$ cat src/mzc_pkg.sv
`timescale 1ns / 1ps

package mzc_pkg;

  // Command codes carried in the input tuser field.
  typedef enum logic [1:0] {
    CMD_START = 2'd0,
    CMD_STEP  = 2'd1,
    CMD_READ  = 2'd2
  } cmd_t;

  // Event codes carried in the output tuser field.
  typedef enum logic [2:0] {
    EV_IDLE      = 3'd0,
    EV_CARVED    = 3'd1,
    EV_BACKTRACK = 3'd2,
    EV_FINISHED  = 3'd3,
    EV_WALLS     = 3'd4
  } event_t;

  // Direction codes, also the bit position of the matching wall.
  localparam logic [1:0] DIR_N = 2'd0;
  localparam logic [1:0] DIR_W = 2'd1;
  localparam logic [1:0] DIR_S = 2'd2;
  localparam logic [1:0] DIR_E = 2'd3;

  // XOR with this turns a direction into its opposite.
  localparam logic [1:0] DIR_FLIP = 2'd2;

  localparam logic [3:0] ALL_WALLS = 4'hF;

  // Controller states.
  typedef enum logic [3:0] {
    S_CLEAR_RST,
    S_CLEAR_CMD,
    S_IDLE,
    S_READ,
    S_READ_DATA,
    S_HERE,
    S_MARK,
    S_NB,
    S_DECIDE,
    S_POP,
    S_CARVE,
    S_EMIT
  } state_t;

  // Commands from the controller to the datapath.
  typedef struct packed {
    logic   accept;
    logic   clear_start;
    logic   clear_step;
    logic   rd_cell;
    logic   walls_load;
    logic   mark;
    logic   nb_step;
    logic   pop_issue;
    logic   pop_load;
    logic   carve_issue;
    logic   carve_load;
    logic   set_finished;
    logic   res_load;
    event_t res_ev;
    logic   out_load;
  } ctl_t;

  // Status from the datapath to the controller.
  typedef struct packed {
    logic finished;
    logic any_open;
    logic dir_open;
    logic count_full;
    logic depth_zero;
    logic nb_last;
    logic clear_last;
    logic out_free;
  } sts_t;

  // One-hot wall bit for a direction.
  function automatic logic [3:0] dir_mask(input logic [1:0] d);
    dir_mask = 4'b0001 << d;
  endfunction

endpackage

$ cat src/mzc_ctrl.sv
`timescale 1ns / 1ps

module mzc_ctrl import mzc_pkg::*; (
  input  logic       clk,
  input  logic       rst,
  input  logic       in_valid,
  input  logic [1:0] in_command,
  output logic       in_ready,
  input  sts_t       sts,
  output ctl_t       ctl
);

  state_t state;
  state_t state_next;

  // State register; reset starts the clearing sweep.
  always_ff @(posedge clk) begin
    if (rst) begin
      state <= S_CLEAR_RST;
    end else begin
      state <= state_next;
    end
  end

  // Next state.
  always_comb begin
    state_next = state;
    unique case (state)
      S_CLEAR_RST: begin
        if (sts.clear_last) state_next = S_IDLE;
      end
      S_CLEAR_CMD: begin
        if (sts.clear_last) state_next = S_EMIT;
      end
      S_IDLE: begin
        if (in_valid) begin
          unique case (cmd_t'(in_command))
            CMD_START: state_next = S_CLEAR_CMD;
            CMD_STEP:  state_next = sts.finished ? S_EMIT : S_HERE;
            CMD_READ:  state_next = S_READ;
            default:   state_next = S_EMIT;
          endcase
        end
      end
      S_READ:      state_next = S_READ_DATA;
      S_READ_DATA: state_next = S_EMIT;
      S_HERE:      state_next = S_MARK;
      S_MARK:      state_next = S_NB;
      S_NB: begin
        if (sts.nb_last) state_next = S_DECIDE;
      end
      S_DECIDE: begin
        priority if (!sts.any_open && !sts.count_full && !sts.depth_zero) begin
          state_next = S_POP;
        end else if (sts.any_open && sts.dir_open) begin
          state_next = S_CARVE;
        end else begin
          state_next = S_EMIT;
        end
      end
      S_POP:   state_next = S_EMIT;
      S_CARVE: state_next = S_EMIT;
      S_EMIT: begin
        if (sts.out_free) state_next = S_IDLE;
      end
      default: state_next = S_IDLE;
    endcase
  end

  // Datapath commands for each state.
  always_comb begin
    ctl        = '0;
    ctl.res_ev = EV_IDLE;
    in_ready   = 1'b0;
    unique case (state)
      S_CLEAR_RST, S_CLEAR_CMD: begin
        ctl.clear_step = 1'b1;
      end
      S_IDLE: begin
        in_ready = 1'b1;
        if (in_valid) begin
          ctl.accept = 1'b1;
          unique case (cmd_t'(in_command))
            CMD_START: begin
              ctl.clear_start = 1'b1;
              ctl.res_load    = 1'b1;
              ctl.res_ev      = EV_IDLE;
            end
            CMD_STEP: begin
              if (sts.finished) begin
                ctl.res_load = 1'b1;
                ctl.res_ev   = EV_FINISHED;
              end
            end
            CMD_READ: begin
            end
            default: begin
              ctl.res_load = 1'b1;
              ctl.res_ev   = EV_IDLE;
            end
          endcase
        end
      end
      S_READ: begin
        ctl.rd_cell = 1'b1;
      end
      S_READ_DATA: begin
        ctl.walls_load = 1'b1;
        ctl.res_load   = 1'b1;
        ctl.res_ev     = EV_WALLS;
      end
      S_HERE: begin
      end
      S_MARK: begin
        ctl.mark = 1'b1;
      end
      S_NB: begin
        ctl.nb_step = 1'b1;
      end
      S_DECIDE: begin
        priority if (!sts.any_open && sts.count_full) begin
          ctl.set_finished = 1'b1;
          ctl.res_load     = 1'b1;
          ctl.res_ev       = EV_FINISHED;
        end else if (!sts.any_open && sts.depth_zero) begin
          ctl.res_load = 1'b1;
          ctl.res_ev   = EV_IDLE;
        end else if (!sts.any_open) begin
          ctl.pop_issue = 1'b1;
        end else if (sts.dir_open) begin
          ctl.carve_issue = 1'b1;
        end else begin
          ctl.res_load = 1'b1;
          ctl.res_ev   = EV_IDLE;
        end
      end
      S_POP: begin
        ctl.pop_load = 1'b1;
        ctl.res_load = 1'b1;
        ctl.res_ev   = EV_BACKTRACK;
      end
      S_CARVE: begin
        ctl.carve_load = 1'b1;
        ctl.res_load   = 1'b1;
        ctl.res_ev     = EV_CARVED;
      end
      S_EMIT: begin
        ctl.out_load = sts.out_free;
      end
      default: begin
      end
    endcase
  end

endmodule

$ cat src/mzc_datapath.sv
`timescale 1ns / 1ps

module mzc_datapath import mzc_pkg::*; #(
  parameter int GRID_SIDE = 8
) (
  input  logic       clk,
  input  logic       rst,
  input  ctl_t       ctl,
  output sts_t       sts,
  input  logic [1:0] in_command,
  input  logic [1:0] in_direction,
  input  logic [2:0] in_read_x,
  input  logic [2:0] in_read_y,
  output logic       out_valid,
  input  logic       out_ready,
  output logic [2:0] out_event,
  output logic [2:0] out_x,
  output logic [2:0] out_y,
  output logic [1:0] out_opened,
  output logic [3:0] out_walls
);

  localparam int CW    = $clog2(GRID_SIDE);
  localparam int AW    = 2 * CW;
  localparam int MEM_D = 1 << AW;
  localparam int CELLS = GRID_SIDE * GRID_SIDE;
  localparam int SAW   = $clog2(CELLS);
  localparam int DW    = $clog2(CELLS + 1);
  localparam int XW    = (CW > 3) ? CW + 1 : 4;
  localparam int VIS   = 4;

  localparam logic [CW-1:0] EDGE = CW'(GRID_SIDE - 1);

  // Latched transfer.
  cmd_t          cmd_l;
  logic [1:0]    dir_l;
  logic [2:0]    rx_l;
  logic [2:0]    ry_l;

  // Walker and walk bookkeeping.
  logic [CW-1:0] wx;
  logic [CW-1:0] wy;
  logic [DW-1:0] depth;
  logic [DW-1:0] count;
  logic          finished;
  logic [AW-1:0] clr_addr;
  logic [1:0]    nb_k;
  logic [3:0]    open_mask;
  logic [3:0]    here_walls;
  event_t        res_ev;
  logic [3:0]    res_walls;

  // Cell memory: visited flag over four wall bits, addressed by {y, x}.
  logic [4:0]    cell_mem [MEM_D];
  logic [4:0]    rdata;
  logic [AW-1:0] raddr;
  logic [AW-1:0] waddr;
  logic [4:0]    wdata;
  logic          we;

  // Backtrack stack of {y, x} positions.
  logic [AW-1:0] stk_mem [CELLS];
  logic [AW-1:0] stk_rdata;

  logic [CW-1:0] nb_x [4];
  logic [CW-1:0] nb_y [4];
  logic [3:0]    nb_in;
  logic [AW-1:0] here;
  logic [AW-1:0] there;
  logic [1:0]    nb_k_inc;
  logic          rd_in_grid;
  logic          out_free;
  logic [DW-1:0] depth_dec;
  logic          can_push;

  assign here      = {wy, wx};
  assign there     = {nb_y[dir_l], nb_x[dir_l]};
  assign nb_k_inc  = nb_k + 2'd1;
  assign depth_dec = depth - DW'(1);
  assign can_push  = depth < DW'(CELLS);
  assign out_free  = !out_valid || out_ready;
  assign rd_in_grid = (XW'(rx_l) < XW'(GRID_SIDE)) && (XW'(ry_l) < XW'(GRID_SIDE));

  // Neighbours of the walker and whether each lies on the grid.
  always_comb begin
    nb_x[DIR_N] = wx;
    nb_y[DIR_N] = wy - CW'(1);
    nb_in[DIR_N] = (wy != '0);
    nb_x[DIR_W] = wx - CW'(1);
    nb_y[DIR_W] = wy;
    nb_in[DIR_W] = (wx != '0);
    nb_x[DIR_S] = wx;
    nb_y[DIR_S] = wy + CW'(1);
    nb_in[DIR_S] = (wy != EDGE);
    nb_x[DIR_E] = wx + CW'(1);
    nb_y[DIR_E] = wy;
    nb_in[DIR_E] = (wx != EDGE);
  end

  // Input transfer capture.
  always_ff @(posedge clk) begin
    if (ctl.accept) begin
      cmd_l <= cmd_t'(in_command);
      dir_l <= in_direction;
      rx_l  <= in_read_x;
      ry_l  <= in_read_y;
    end
  end

  // Walker, stack depth, marked-cell count and finished flag.
  always_ff @(posedge clk) begin
    if (rst || ctl.clear_start) begin
      wx       <= '0;
      wy       <= '0;
      depth    <= '0;
      count    <= '0;
      finished <= 1'b0;
    end else begin
      if (ctl.pop_load) begin
        {wy, wx} <= stk_rdata;
      end else if (ctl.carve_load) begin
        wx <= nb_x[dir_l];
        wy <= nb_y[dir_l];
      end
      if (ctl.mark && !rdata[VIS]) count <= count + DW'(1);
      if (ctl.carve_issue && can_push) begin
        depth <= depth + DW'(1);
      end else if (ctl.pop_issue) begin
        depth <= depth_dec;
      end
      if (ctl.set_finished) finished <= 1'b1;
    end
  end

  // Clearing sweep address.
  always_ff @(posedge clk) begin
    if (rst || ctl.clear_start) begin
      clr_addr <= '0;
    end else if (ctl.clear_step) begin
      clr_addr <= clr_addr + AW'(1);
    end
  end

  // Neighbour scan: one neighbour's visited bit arrives each cycle.
  always_ff @(posedge clk) begin
    if (rst) begin
      nb_k <= '0;
    end else if (ctl.mark) begin
      nb_k <= '0;
    end else if (ctl.nb_step) begin
      nb_k <= nb_k_inc;
    end
  end

  always_ff @(posedge clk) begin
    if (ctl.nb_step) open_mask[nb_k] <= nb_in[nb_k] && !rdata[VIS];
    if (ctl.mark) here_walls <= rdata[3:0];
  end

  // Cell memory read address.
  always_comb begin
    priority if (ctl.mark) begin
      raddr = {nb_y[DIR_N], nb_x[DIR_N]};
    end else if (ctl.nb_step) begin
      raddr = {nb_y[nb_k_inc], nb_x[nb_k_inc]};
    end else if (ctl.rd_cell) begin
      raddr = {CW'(ry_l), CW'(rx_l)};
    end else if (ctl.carve_issue) begin
      raddr = there;
    end else begin
      raddr = here;
    end
  end

  // Cell memory write port.
  always_comb begin
    we = ctl.clear_step || ctl.mark || ctl.carve_issue || ctl.carve_load;
    priority if (ctl.clear_step) begin
      waddr = clr_addr;
      wdata = {1'b0, ALL_WALLS};
    end else if (ctl.mark) begin
      waddr = here;
      wdata = {1'b1, rdata[3:0]};
    end else if (ctl.carve_issue) begin
      waddr = here;
      wdata = {1'b1, here_walls & ~dir_mask(dir_l)};
    end else begin
      waddr = there;
      wdata = {rdata[VIS], rdata[3:0] & ~dir_mask(dir_l ^ DIR_FLIP)};
    end
  end

  always_ff @(posedge clk) begin
    if (we) cell_mem[waddr] <= wdata;
    rdata <= cell_mem[raddr];
  end

  // Stack push on a carve, registered read on a pop.
  always_ff @(posedge clk) begin
    if (ctl.carve_issue && can_push) stk_mem[depth[SAW-1:0]] <= here;
    if (ctl.pop_issue) stk_rdata <= stk_mem[depth_dec[SAW-1:0]];
  end

  // Pending result.
  always_ff @(posedge clk) begin
    if (ctl.res_load) res_ev <= ctl.res_ev;
    if (ctl.walls_load) res_walls <= rd_in_grid ? rdata[3:0] : ALL_WALLS;
  end

  // Output register; it holds a result until the transfer completes.
  always_ff @(posedge clk) begin
    if (rst) begin
      out_valid <= 1'b0;
    end else if (ctl.out_load) begin
      out_valid <= 1'b1;
    end else if (out_ready) begin
      out_valid <= 1'b0;
    end
  end

  always_ff @(posedge clk) begin
    if (ctl.out_load) begin
      out_event  <= res_ev;
      out_x      <= (cmd_l == CMD_READ) ? rx_l : 3'(wx);
      out_y      <= (cmd_l == CMD_READ) ? ry_l : 3'(wy);
      out_opened <= (res_ev == EV_CARVED) ? dir_l : 2'd0;
      out_walls  <= (res_ev == EV_WALLS) ? res_walls : 4'd0;
    end
  end

  // Status for the controller.
  always_comb begin
    sts.finished   = finished;
    sts.any_open   = |open_mask;
    sts.dir_open   = open_mask[dir_l];
    sts.count_full = count >= DW'(CELLS);
    sts.depth_zero = (depth == '0);
    sts.nb_last    = (nb_k == 2'd3);
    sts.clear_last = &clr_addr;
    sts.out_free   = out_free;
  end

endmodule

$ cat src/dfs_maze_carver_top.sv
`timescale 1ns / 1ps
// Channel   Dir  Handshake                      Payload
// s_axis    in   s_axis_tvalid / s_axis_tready  tuser: command; tdata: direction, read_x, read_y
// m_axis    out  m_axis_tvalid / m_axis_tready  tuser: event_res; tdata: cell_x, cell_y,
//                                               opened_dir, walls
//
// One transfer is taken at a time. A carve step is paced by the single read port of the cell
// memory: the walker's cell and its four neighbours are read one per cycle. A read passes
// through S_READ and S_READ_DATA; an unknown command or a step after the finish goes straight
// to S_EMIT. A start command, and reset, sweep the cell memory one entry a cycle, through all
// 2**(2*clog2(GRID_SIDE)) entries (64 at the default side), with s_axis_tready low.
// A result waits in the output register while m_axis_tready is low; the next transfer is
// taken meanwhile and its work stops only when its own result is due.

module dfs_maze_carver_top import mzc_pkg::*; #(
  parameter int GRID_SIDE = 8
) (
  input  logic        clk,
  input  logic        rst,
  input  logic        s_axis_tvalid,
  output logic        s_axis_tready,
  input  logic [7:0]  s_axis_tdata,   // [1:0] direction, [4:2] read_x, [7:5] read_y
  input  logic [1:0]  s_axis_tuser,   // [1:0] command
  output logic        m_axis_tvalid,
  input  logic        m_axis_tready,
  output logic [15:0] m_axis_tdata,   // [2:0] cell_x, [5:3] cell_y, [7:6] opened_dir,
                                      // [11:8] walls, [15:12] zero
  output logic [2:0]  m_axis_tuser    // [2:0] event_res
);

  ctl_t       ctl;
  sts_t       sts;
  logic [2:0] out_x;
  logic [2:0] out_y;
  logic [1:0] out_opened;
  logic [3:0] out_walls;

  mzc_ctrl u_ctrl (
    .clk        (clk),
    .rst        (rst),
    .in_valid   (s_axis_tvalid),
    .in_command (s_axis_tuser),
    .in_ready   (s_axis_tready),
    .sts        (sts),
    .ctl        (ctl)
  );

  mzc_datapath #(
    .GRID_SIDE (GRID_SIDE)
  ) u_datapath (
    .clk          (clk),
    .rst          (rst),
    .ctl          (ctl),
    .sts          (sts),
    .in_command   (s_axis_tuser),
    .in_direction (s_axis_tdata[1:0]),
    .in_read_x    (s_axis_tdata[4:2]),
    .in_read_y    (s_axis_tdata[7:5]),
    .out_valid    (m_axis_tvalid),
    .out_ready    (m_axis_tready),
    .out_event    (m_axis_tuser),
    .out_x        (out_x),
    .out_y        (out_y),
    .out_opened   (out_opened),
    .out_walls    (out_walls)
  );

  assign m_axis_tdata = {4'd0, out_walls, out_opened, out_y, out_x};

  // A start transfer is followed by the clearing sweep, so no transfer is taken next cycle.
  a_start_blocks : assert property (@(posedge clk) disable iff (rst)
    s_axis_tvalid && s_axis_tready && (s_axis_tuser == CMD_START) |=> !s_axis_tready)
    else $error("transfer accepted straight after a start command");

  // Only a carve result names an opened wall, only a wall read carries wall bits.
  a_fields_clean : assert property (@(posedge clk) disable iff (rst)
    m_axis_tvalid |-> ((m_axis_tuser == EV_CARVED) || (m_axis_tdata[7:6] == 2'd0)) &&
                      ((m_axis_tuser == EV_WALLS) || (m_axis_tdata[11:8] == 4'd0)))
    else $error("opened_dir or walls set for the wrong event");

  // A read outside the grid reports every wall up.
  a_outside_walls : assert property (@(posedge clk) disable iff (rst)
    m_axis_tvalid && (m_axis_tuser == EV_WALLS) &&
    ((int'(m_axis_tdata[2:0]) >= GRID_SIDE) || (int'(m_axis_tdata[5:3]) >= GRID_SIDE))
    |-> (m_axis_tdata[11:8] == ALL_WALLS))
    else $error("read outside the grid did not return all walls");

  // The output register is loaded only when it is free.
  a_no_overwrite : assert property (@(posedge clk) disable iff (rst)
    ctl.out_load |-> (!m_axis_tvalid || m_axis_tready))
    else $error("result overwritten before its transfer");

endmodule

$ cat config.mk
export PLATFORM = sky130hd
export DESIGN_NAME = dfs_maze_carver_top
export DESIGN_NICKNAME = d
export VERILOG_FILES = /design/src/mzc_pkg.sv /design/src/mzc_ctrl.sv /design/src/mzc_datapath.sv /design/src/dfs_maze_carver_top.sv
export SDC_FILE = /design/constraint.sdc
export NUM_CORES = 1
export LEC_CHECK = 0
export BUFFER_PORTS_ARGS = -buffer_cell sky130_fd_sc_hd__buf_2
export CORE_ASPECT_RATIO = 0.75
export CORE_UTILIZATION = 57
export DETAILED_ROUTE_END_ITERATION = 10
export PLACE_DENSITY_LB_ADDON = 0.15
export SYNTH_ARGS = -nofsm -noshare
export SYNTH_HDL_FRONTEND = slang
export SYNTH_SLANG_ARGS = --single-unit
$ cat constraint.sdc
create_clock -name clk -period 4.6 [get_ports clk]
set_input_delay 0.23 -clock clk [delete_from_list [all_inputs] [get_ports clk]]
set_output_delay 0.23 -clock clk [all_outputs]
set_load 0.05 [all_outputs]
After elaboration in Yosys (flattened, before gate mapping):

Memory sizes are Yosys's and may differ from the RTL's. A register that Yosys moved wholly into a read port is not among the register bits.
Cells that the tools add are included.

* RAM bits: 704
* input port bits: 14
* bits in registers: 74
* output and inout bits: 21
* memories: 2
* logic and storage cells: 190

Memories
* u_datapath.stk_mem: depth 64, width 6, rd ports 1, clocked after Yosys merged registers in 1, write ports 1, RTL line mzc_datapath.sv:62 `logic [AW-1:0] stk_mem [CELLS];`
* u_datapath.cell_mem: depth 64, width 5, rd ports 1, clocked after Yosys merged registers in 1, write ports 1, RTL line mzc_datapath.sv:54 `logic [4:0] cell_mem [MEM_D];`

* reduce and logical (&&, ||, !) cells: 33
* bitwise gates (word level): 7
* shift-type cells: 2
* add/sub/neg operators: 9
* $lt $le $gt $ge: 7
* muxes and demuxes: 84
* equality and inequality tests: 24

Operators with widths (count)
* $mux 4: 13
* $mux 3: 14
* $mux 6: 7
* $pmux 4 s10: 1
* $mux 1: 31
* $bmux 3 s2: 4
* $pmux 4 s5: 1
* $eq 4x3->1 const B: 4
* $eq 4x4->1 const B: 4
* $mux 5: 3
* $add 7x1->7 const B: 2
* $mux 7: 2
* $pmux 4 s3: 1
* $logic_and 1x1->1: 9
* $and 4x4->4: 2
* $eq 4x2->1 const B: 2
* $ne 2x2->1 const B: 4
* $not 4->4: 2
* $pmux 4 s2: 1
* $shl 1x2->4 const A: 2
* $ge 7x7->1 const B: 1
* $logic_not 7->1: 1
* $lt 7x7->1 const B: 1
* $sub 7x1->7 const B: 1
* 31 further kinds: 53

Logic depth before layout (Yosys ltp):

* word-level depth: 11
* depth in mapped cells: 14
* gate-level depth less buffers: 11

Modules after synthesis:

Synthesis repeated with hierarchy kept, for this count alone.

* cell total of the unflattened synthesis: 1935
* area, all modules: 32817.7 µm²

Modules (own cells, without submodules)
* mzc_datapath: area each 32177.1 µm², sequential area each 23222.3 µm², cells an instance 1841, times used 1
* mzc_ctrl: area each 606.8 µm², sequential area each 80.1 µm², cells an instance 89, times used 1
* dfs_maze_carver_top: area each 33.8 µm², sequential area each 0.0 µm², cells an instance 5, times used 1

Worst setup path after synthesis:

OpenSTA, ideal clock, no wires.

* kind: reg-to-reg
* start: reg u_datapath.dir_l[1]
* end: mem u_datapath.cell_mem[0][3], data pin
* path buffers: 2
* slack: -169 ps
* stages on the path, launching flop included: 8
* arrival: 4068 ps
* library setup time: 702 ps
* period minus slack after synthesis: 4769 ps
* required time: 3898 ps
* cell sequence: edfxtp_1 buf_4 mux4_2 and2_1 buf_6 a21oi_1 nor2b_1 o21ai_0

* cells in the longest elaborated chain, start to end: 10
* elaborated cells on any way between the ends: 17
* classes of those cells: shift: 2; mux: 10; bitwise: 5

RTL lines
* start: declaration: RTL line mzc_datapath.sv:36 `logic [1:0] dir_l;`
* start signal: assignment: RTL line mzc_datapath.sv:104 `dir_l <= in_direction;`
* $bmux 1 s2: RTL line mzc_datapath.sv:235 `sts.dir_open = open_mask[dir_l];`
* $mux 1 (not written as such): RTL line mzc_datapath.sv:235
* $mux 1: RTL line mzc_ctrl.sv:130 `end else if (sts.dir_open) begin`
* $mux 1: RTL line mzc_ctrl.sv:128 `end else if (!sts.any_open) begin`
* $mux 1: RTL line mzc_ctrl.sv:125 `end else if (!sts.any_open && sts.depth_zero) begin`
* $mux 1: RTL line mzc_ctrl.sv:121 `priority if (!sts.any_open && sts.count_full) begin`
* $mux 1: RTL line mzc_ctrl.sv:75 `unique case (state)`
* $mux 5 *: RTL line mzc_datapath.sv:184 `end else if (ctl.carve_issue) begin`
* $mux 5 *: RTL line mzc_datapath.sv:181 `end else if (ctl.mark) begin`
* $mux 5 *: RTL line mzc_datapath.sv:178 `priority if (ctl.clear_step) begin`
* net u_datapath.wdata[3]: RTL line mzc_datapath.sv:58 `logic [4:0] wdata;`
* end: declaration: RTL line mzc_datapath.sv:54

Mark *: on every way through the listed nets, which the timed path passes. The rest lies on a longest branch. The select of a mux whose other input is x is not followed.

Worst setup path after layout:

* start: reg u_ctrl.state[1]
* end: reg u_datapath.rdata[4] (read register of u_datapath.cell_mem)

* cells in the longest elaborated chain, start to end: 6
* elaborated cells on any way between the ends: 12
* classes of those cells: eq/ne: 4; mux: 8

RTL lines
* start: declaration: RTL line mzc_ctrl.sv:13 `state_t state;`
* start signal: assignment: RTL line mzc_ctrl.sv:21 `state <= state_next;`
* $eq 4x4->1: RTL line mzc_ctrl.sv:75
* $mux 1: RTL line mzc_ctrl.sv:75
* $mux 6: RTL line mzc_datapath.sv:168 `end else if (ctl.carve_issue) begin`
* $mux 6: RTL line mzc_datapath.sv:166 `end else if (ctl.rd_cell) begin`
* $mux 6: RTL line mzc_datapath.sv:164 `end else if (ctl.nb_step) begin`
* $mux 6 *: RTL line mzc_datapath.sv:162 `priority if (ctl.mark) begin`
* end: declaration: RTL line mzc_datapath.sv:55 `logic [4:0] rdata;`

Every way passes the cells marked *; elsewhere a longest branch is shown, timed or not.
A chain may end at the register's enable or synchronous reset.

==> impl_metrics.py <==
metrics = {
    "status": {
        "status": "complete, no violations",
    },
    "cts": {
        "clockBufferDepth": 3,
        "cts_setup_buffers": 0,
        "cts_tree": "yes",
        "cts_buffers": 75,
        "clkSlewWorstSetupHoldPaths_ns": 0.06,
        "cts_sinks": 789,
        "clk_latency_ns": 0.62,
        "h-tree-depth": 3,
        "root_buffer": "clkbuf_16",
    },
    "power": {
        "swShare_pct": 19.4,
        "p_clk_share_pct": 43.6,
        "powerDensity_nw_per_um2": 386,
        "power.net_switching_mw": 2.70,
        "internal_power_mw": 11.2,
        "pwr-share-seq_pct": 55.7,
        "finalPower_mw": 13.9,
        "power.leakage_nw": 11.0,
        "combinationalPowerShare_pct": 0.7,
        "ir_drop_uv": 379,
    },
    "setup_path": {
        "path_buf_inv": 1,
        "critPathMaxFanout": 88,
        "critical_path.top_delay_family": "simple AND/OR/NAND/NOR gates",
        "max_stage_delay_ns": 0.74,
        "critPathSlowestCell": "o21ai_0",
        "crit_path_end_kind": "flip-flop",
        "arrival_ns": 4.86,
        "critical_path_class": "flip-flop to flip-flop",
        "worst_setup_path_start_kind": "flip-flop",
        "crit_chain": "nor4b_4, and2_1, a211oi_2, nor3_4, buf_12, mux2i_1, o22ai_1, o21ai_0, nand4b_1, and4_1",
        "critPathRequiredTime_ns": 5.12,
    },
    "die": {
        "num_io_pins": 35,
        "die_x_um": 277,
        "die_area_um2": 57800,
        "coreArea_um2": 56000,
        "die_h_um": 208,
        "rows": 75,
        "initial_core_util_pct": 57.8,
    },
    "flow_run": {
        "drv_cap": 0,
    },
    "drt": {
        "drt_wl_total_um": 73600,
        "drc": 0,
        "drt_pass1_iterations": 6,
        "dr_total_vias": 17700,
        "ant_nets": 0,
        "wire_per_inst_um": 26.2,
        "drt_iter0_drc": 2080,
        "via_per_inst": 6.32,
    },
    "layout": {
        "n_fill_cell": 3842,
        "drive_gt1_share_pct": 17.7,
        "final_common_cell": "edfxtp_1",
        "antenna_cells": 0,
        "multiInputGateArea_um2": 8560,
        "final-seq-area_um2": 23300,
        "syn_to_final_growth_pct": 11.2,
        "final_area_um2": 36000,
        "final_cell_mix": "edfxtp_1 (750), nor2_1 (191), mux2i_1 (141)",
        "nets": 2050,
    },
    "global_route": {
        "grt_pass1_wl_um": 110000,
        "grt_max_degree": 89,
        "antenna_found_initial": 2,
        "gr-total-overflow": 0,
        "grtUsageTotal_pct": 26.0,
        "grt_pass1_vias": 17100,
    },
    "timing": {
        "drv_slew": 0,
        "min_period_over_period_pct": 94.2,
        "finalSetupTns_ns": 0,
        "hold_slack_ns": 0.161,
        "fmax_mhz": 231,
        "final.min_clock_period_ns": 4.34,
        "rsz0062_at_grt": "no",
        "relSlewSlack_pct": 19.4,
        "hold_viol": 0,
        "finalClockSkew_ns": 0.0182,
        "setup_viol": 0,
        "tightestPinTransition_ns": 1.21,
    },
    "place": {
        "place.gp.congestion": 0.939,
        "placed_area_um2": 33500,
        "numPortBuffers": 30,
        "dpl.hpwl_um": 46000,
    },
    "synth": {
        "yosys_most_used_dff": "edfxtp_1",
        "synth_edf_count": 750,
        "synth_area_um2": 32400,
        "ys_seq_area_share_pct": 71.9,
        "yosys_warnings": 0,
        "synthCells": 1950,
        "synth_async_sr_flop_share_pct": 0,
        "synth_cell_types": 75,
        "synth_seq_cells": 789,
        "postSynthAreaPerCell_um2": 16.6,
    },
    "worst_hold_path": {
        "hold_class": "input port to flip-flop",
    },
}
[worst register-to-register path, stage by stage, from the launching register on]
cell and delay (ns):
dfxtp_1 0.53, nor4b_4 0.53, and2_1 0.49, a211oi_2 0.18, nor3_4 0.33, buf_12 0.41
mux2i_1 0.48, o22ai_1 0.11, o21ai_0 0.74, nand4b_1 0.21, and4_1 0.23
[state kept, by name, indices dropped and copies added, names as in the netlist, 4 cells and up]
signal	count
u_datapath.stk_rdata	6
u_datapath.res_walls	4
u_datapath.rdata	5
u_datapath.cell_mem	320
u_ctrl.state	4
u_datapath.out_walls	4
u_datapath.count	7
u_datapath.stk_mem	384
u_datapath.depth	7
u_datapath.here_walls	4
u_datapath.open_mask	4
u_datapath.clr_addr	6
[path summary, 6_finish.rpt]
kind / start / end / slack (ns) / cells past startpoint
max: u_ctrl.state[1] / u_datapath.rdata[4] / 0.26 / 10
max reg2reg: u_ctrl.state[1] / u_datapath.rdata[4] / 0.26 / 10
min: s_axis_tvalid / u_ctrl.state[0] / 0.16 / 5
min reg2reg: u_datapath.finished / u_datapath.finished / 0.50 / 2
[layout make-up]
class	instances	share of cell area (%)
multi-input cells	1030	23.7
repair buffers	100	2.17
well taps	731	2.54
inverters	20	0.208
flip-flops and latches	789	64.7
clock buffers	97	5.58
clock inverters	40	1.06
[kinds of logic (layout without fill, tap and decap cells)]
family	Yosys count	count (layout)	synth area share [%]
xor gates and xnor gates	24	24	0.649
and+or+nand+nor	468	468	6.72
AOI/OAI and AO/OA	237	237	4.43
muxes	277	277	13.5
DFF	789	789	71.9
other	1	4	0.0116
buffers and inverters	134	257	1.99
adders and majority gates	20	20	0.772
[routing by layer]
layer  up-vias  part of all wire (%)  global-route usage (%)
met5         -                 0.029                       0
met2       866                    42                    34.9
li1       7771                     -                       -
met3       105                    12                    8.88
met1      8998                    45                    40.9
met4         4                   1.6                    5.69
[power by group through the flow]
stage | sequential (mW) | clock, mW | combinational (mW)
global placement | 7.91 | 0 | 0.0803
detailed placement | 7.91 | 0 | 0.0806
CTS | 7.76 | 6.14 | 0.0897
finish | 7.76 | 6.07 | 0.0921
floorplan | 7.91 | 0 | 0.0488
global route | 7.75 | 6.41 | 0.0982
[cell usage after synthesis (all sizes together) (3+ instances only)]
| cell type | number | share of area [%] |
|---|---|---|
| a31oi | 6 | 0.12 |
| buf | 60 | 1.1 |
| and3 | 4 | 0.077 |
| edfxtp | 750 | 70 |
| nor3 | 31 | 0.49 |
| xnor2 | 13 | 0.35 |
| nand4 | 9 | 0.17 |
| nand2 | 130 | 1.5 |
| ha | 20 | 0.77 |
| nor4bb | 3 | 0.093 |
| a21o | 3 | 0.070 |
| o21ai | 63 | 0.97 |
| dfxtp | 39 | 2.4 |
| a21oi | 64 | 0.99 |
| nor2b | 14 | 0.27 |
| or2 | 10 | 0.19 |
| o31ai | 3 | 0.085 |
| and2 | 10 | 0.19 |
| xor2 | 11 | 0.30 |
| nor3b | 3 | 0.085 |
| mux2 | 9 | 0.31 |
| o22ai | 49 | 0.95 |
| nor2 | 192 | 2.2 |
| a22oi | 13 | 0.30 |
| mux4 | 127 | 8.8 |
| inv | 20 | 0.23 |
| mux2i | 141 | 4.4 |
| or3b | 3 | 0.081 |
| or3 | 5 | 0.097 |
| nand3 | 15 | 0.23 |
| nor4 | 24 | 0.54 |
| o21a | 5 | 0.12 |
| nand3b | 4 | 0.093 |
| clkbuf | 54 | 0.63 |
| a211oi | 6 | 0.15 |
| o211ai | 4 | 0.093 |
[per-stage QoR]
stage                     utilization (%)  instances  worst slack (ns)
final                                64.3       2807             0.265
after global routing                 64.3       2807            0.0218
after CTS                            64.3       2807             0.305
after detailed placement             59.8       2658             0.329
after global placement               59.8       2658             0.476
after floorplan                         -       1953             0.553
[what timing repair did]
action | 4_1_cts | 5_1_grt
hold buffers | 12 | 0
endpoints found under the hold margin | 17 | 0
gates resized for setup | 0 | 1
endpoints found under the setup margin | 0 | 1
Power figures use the tool's default switching activity.
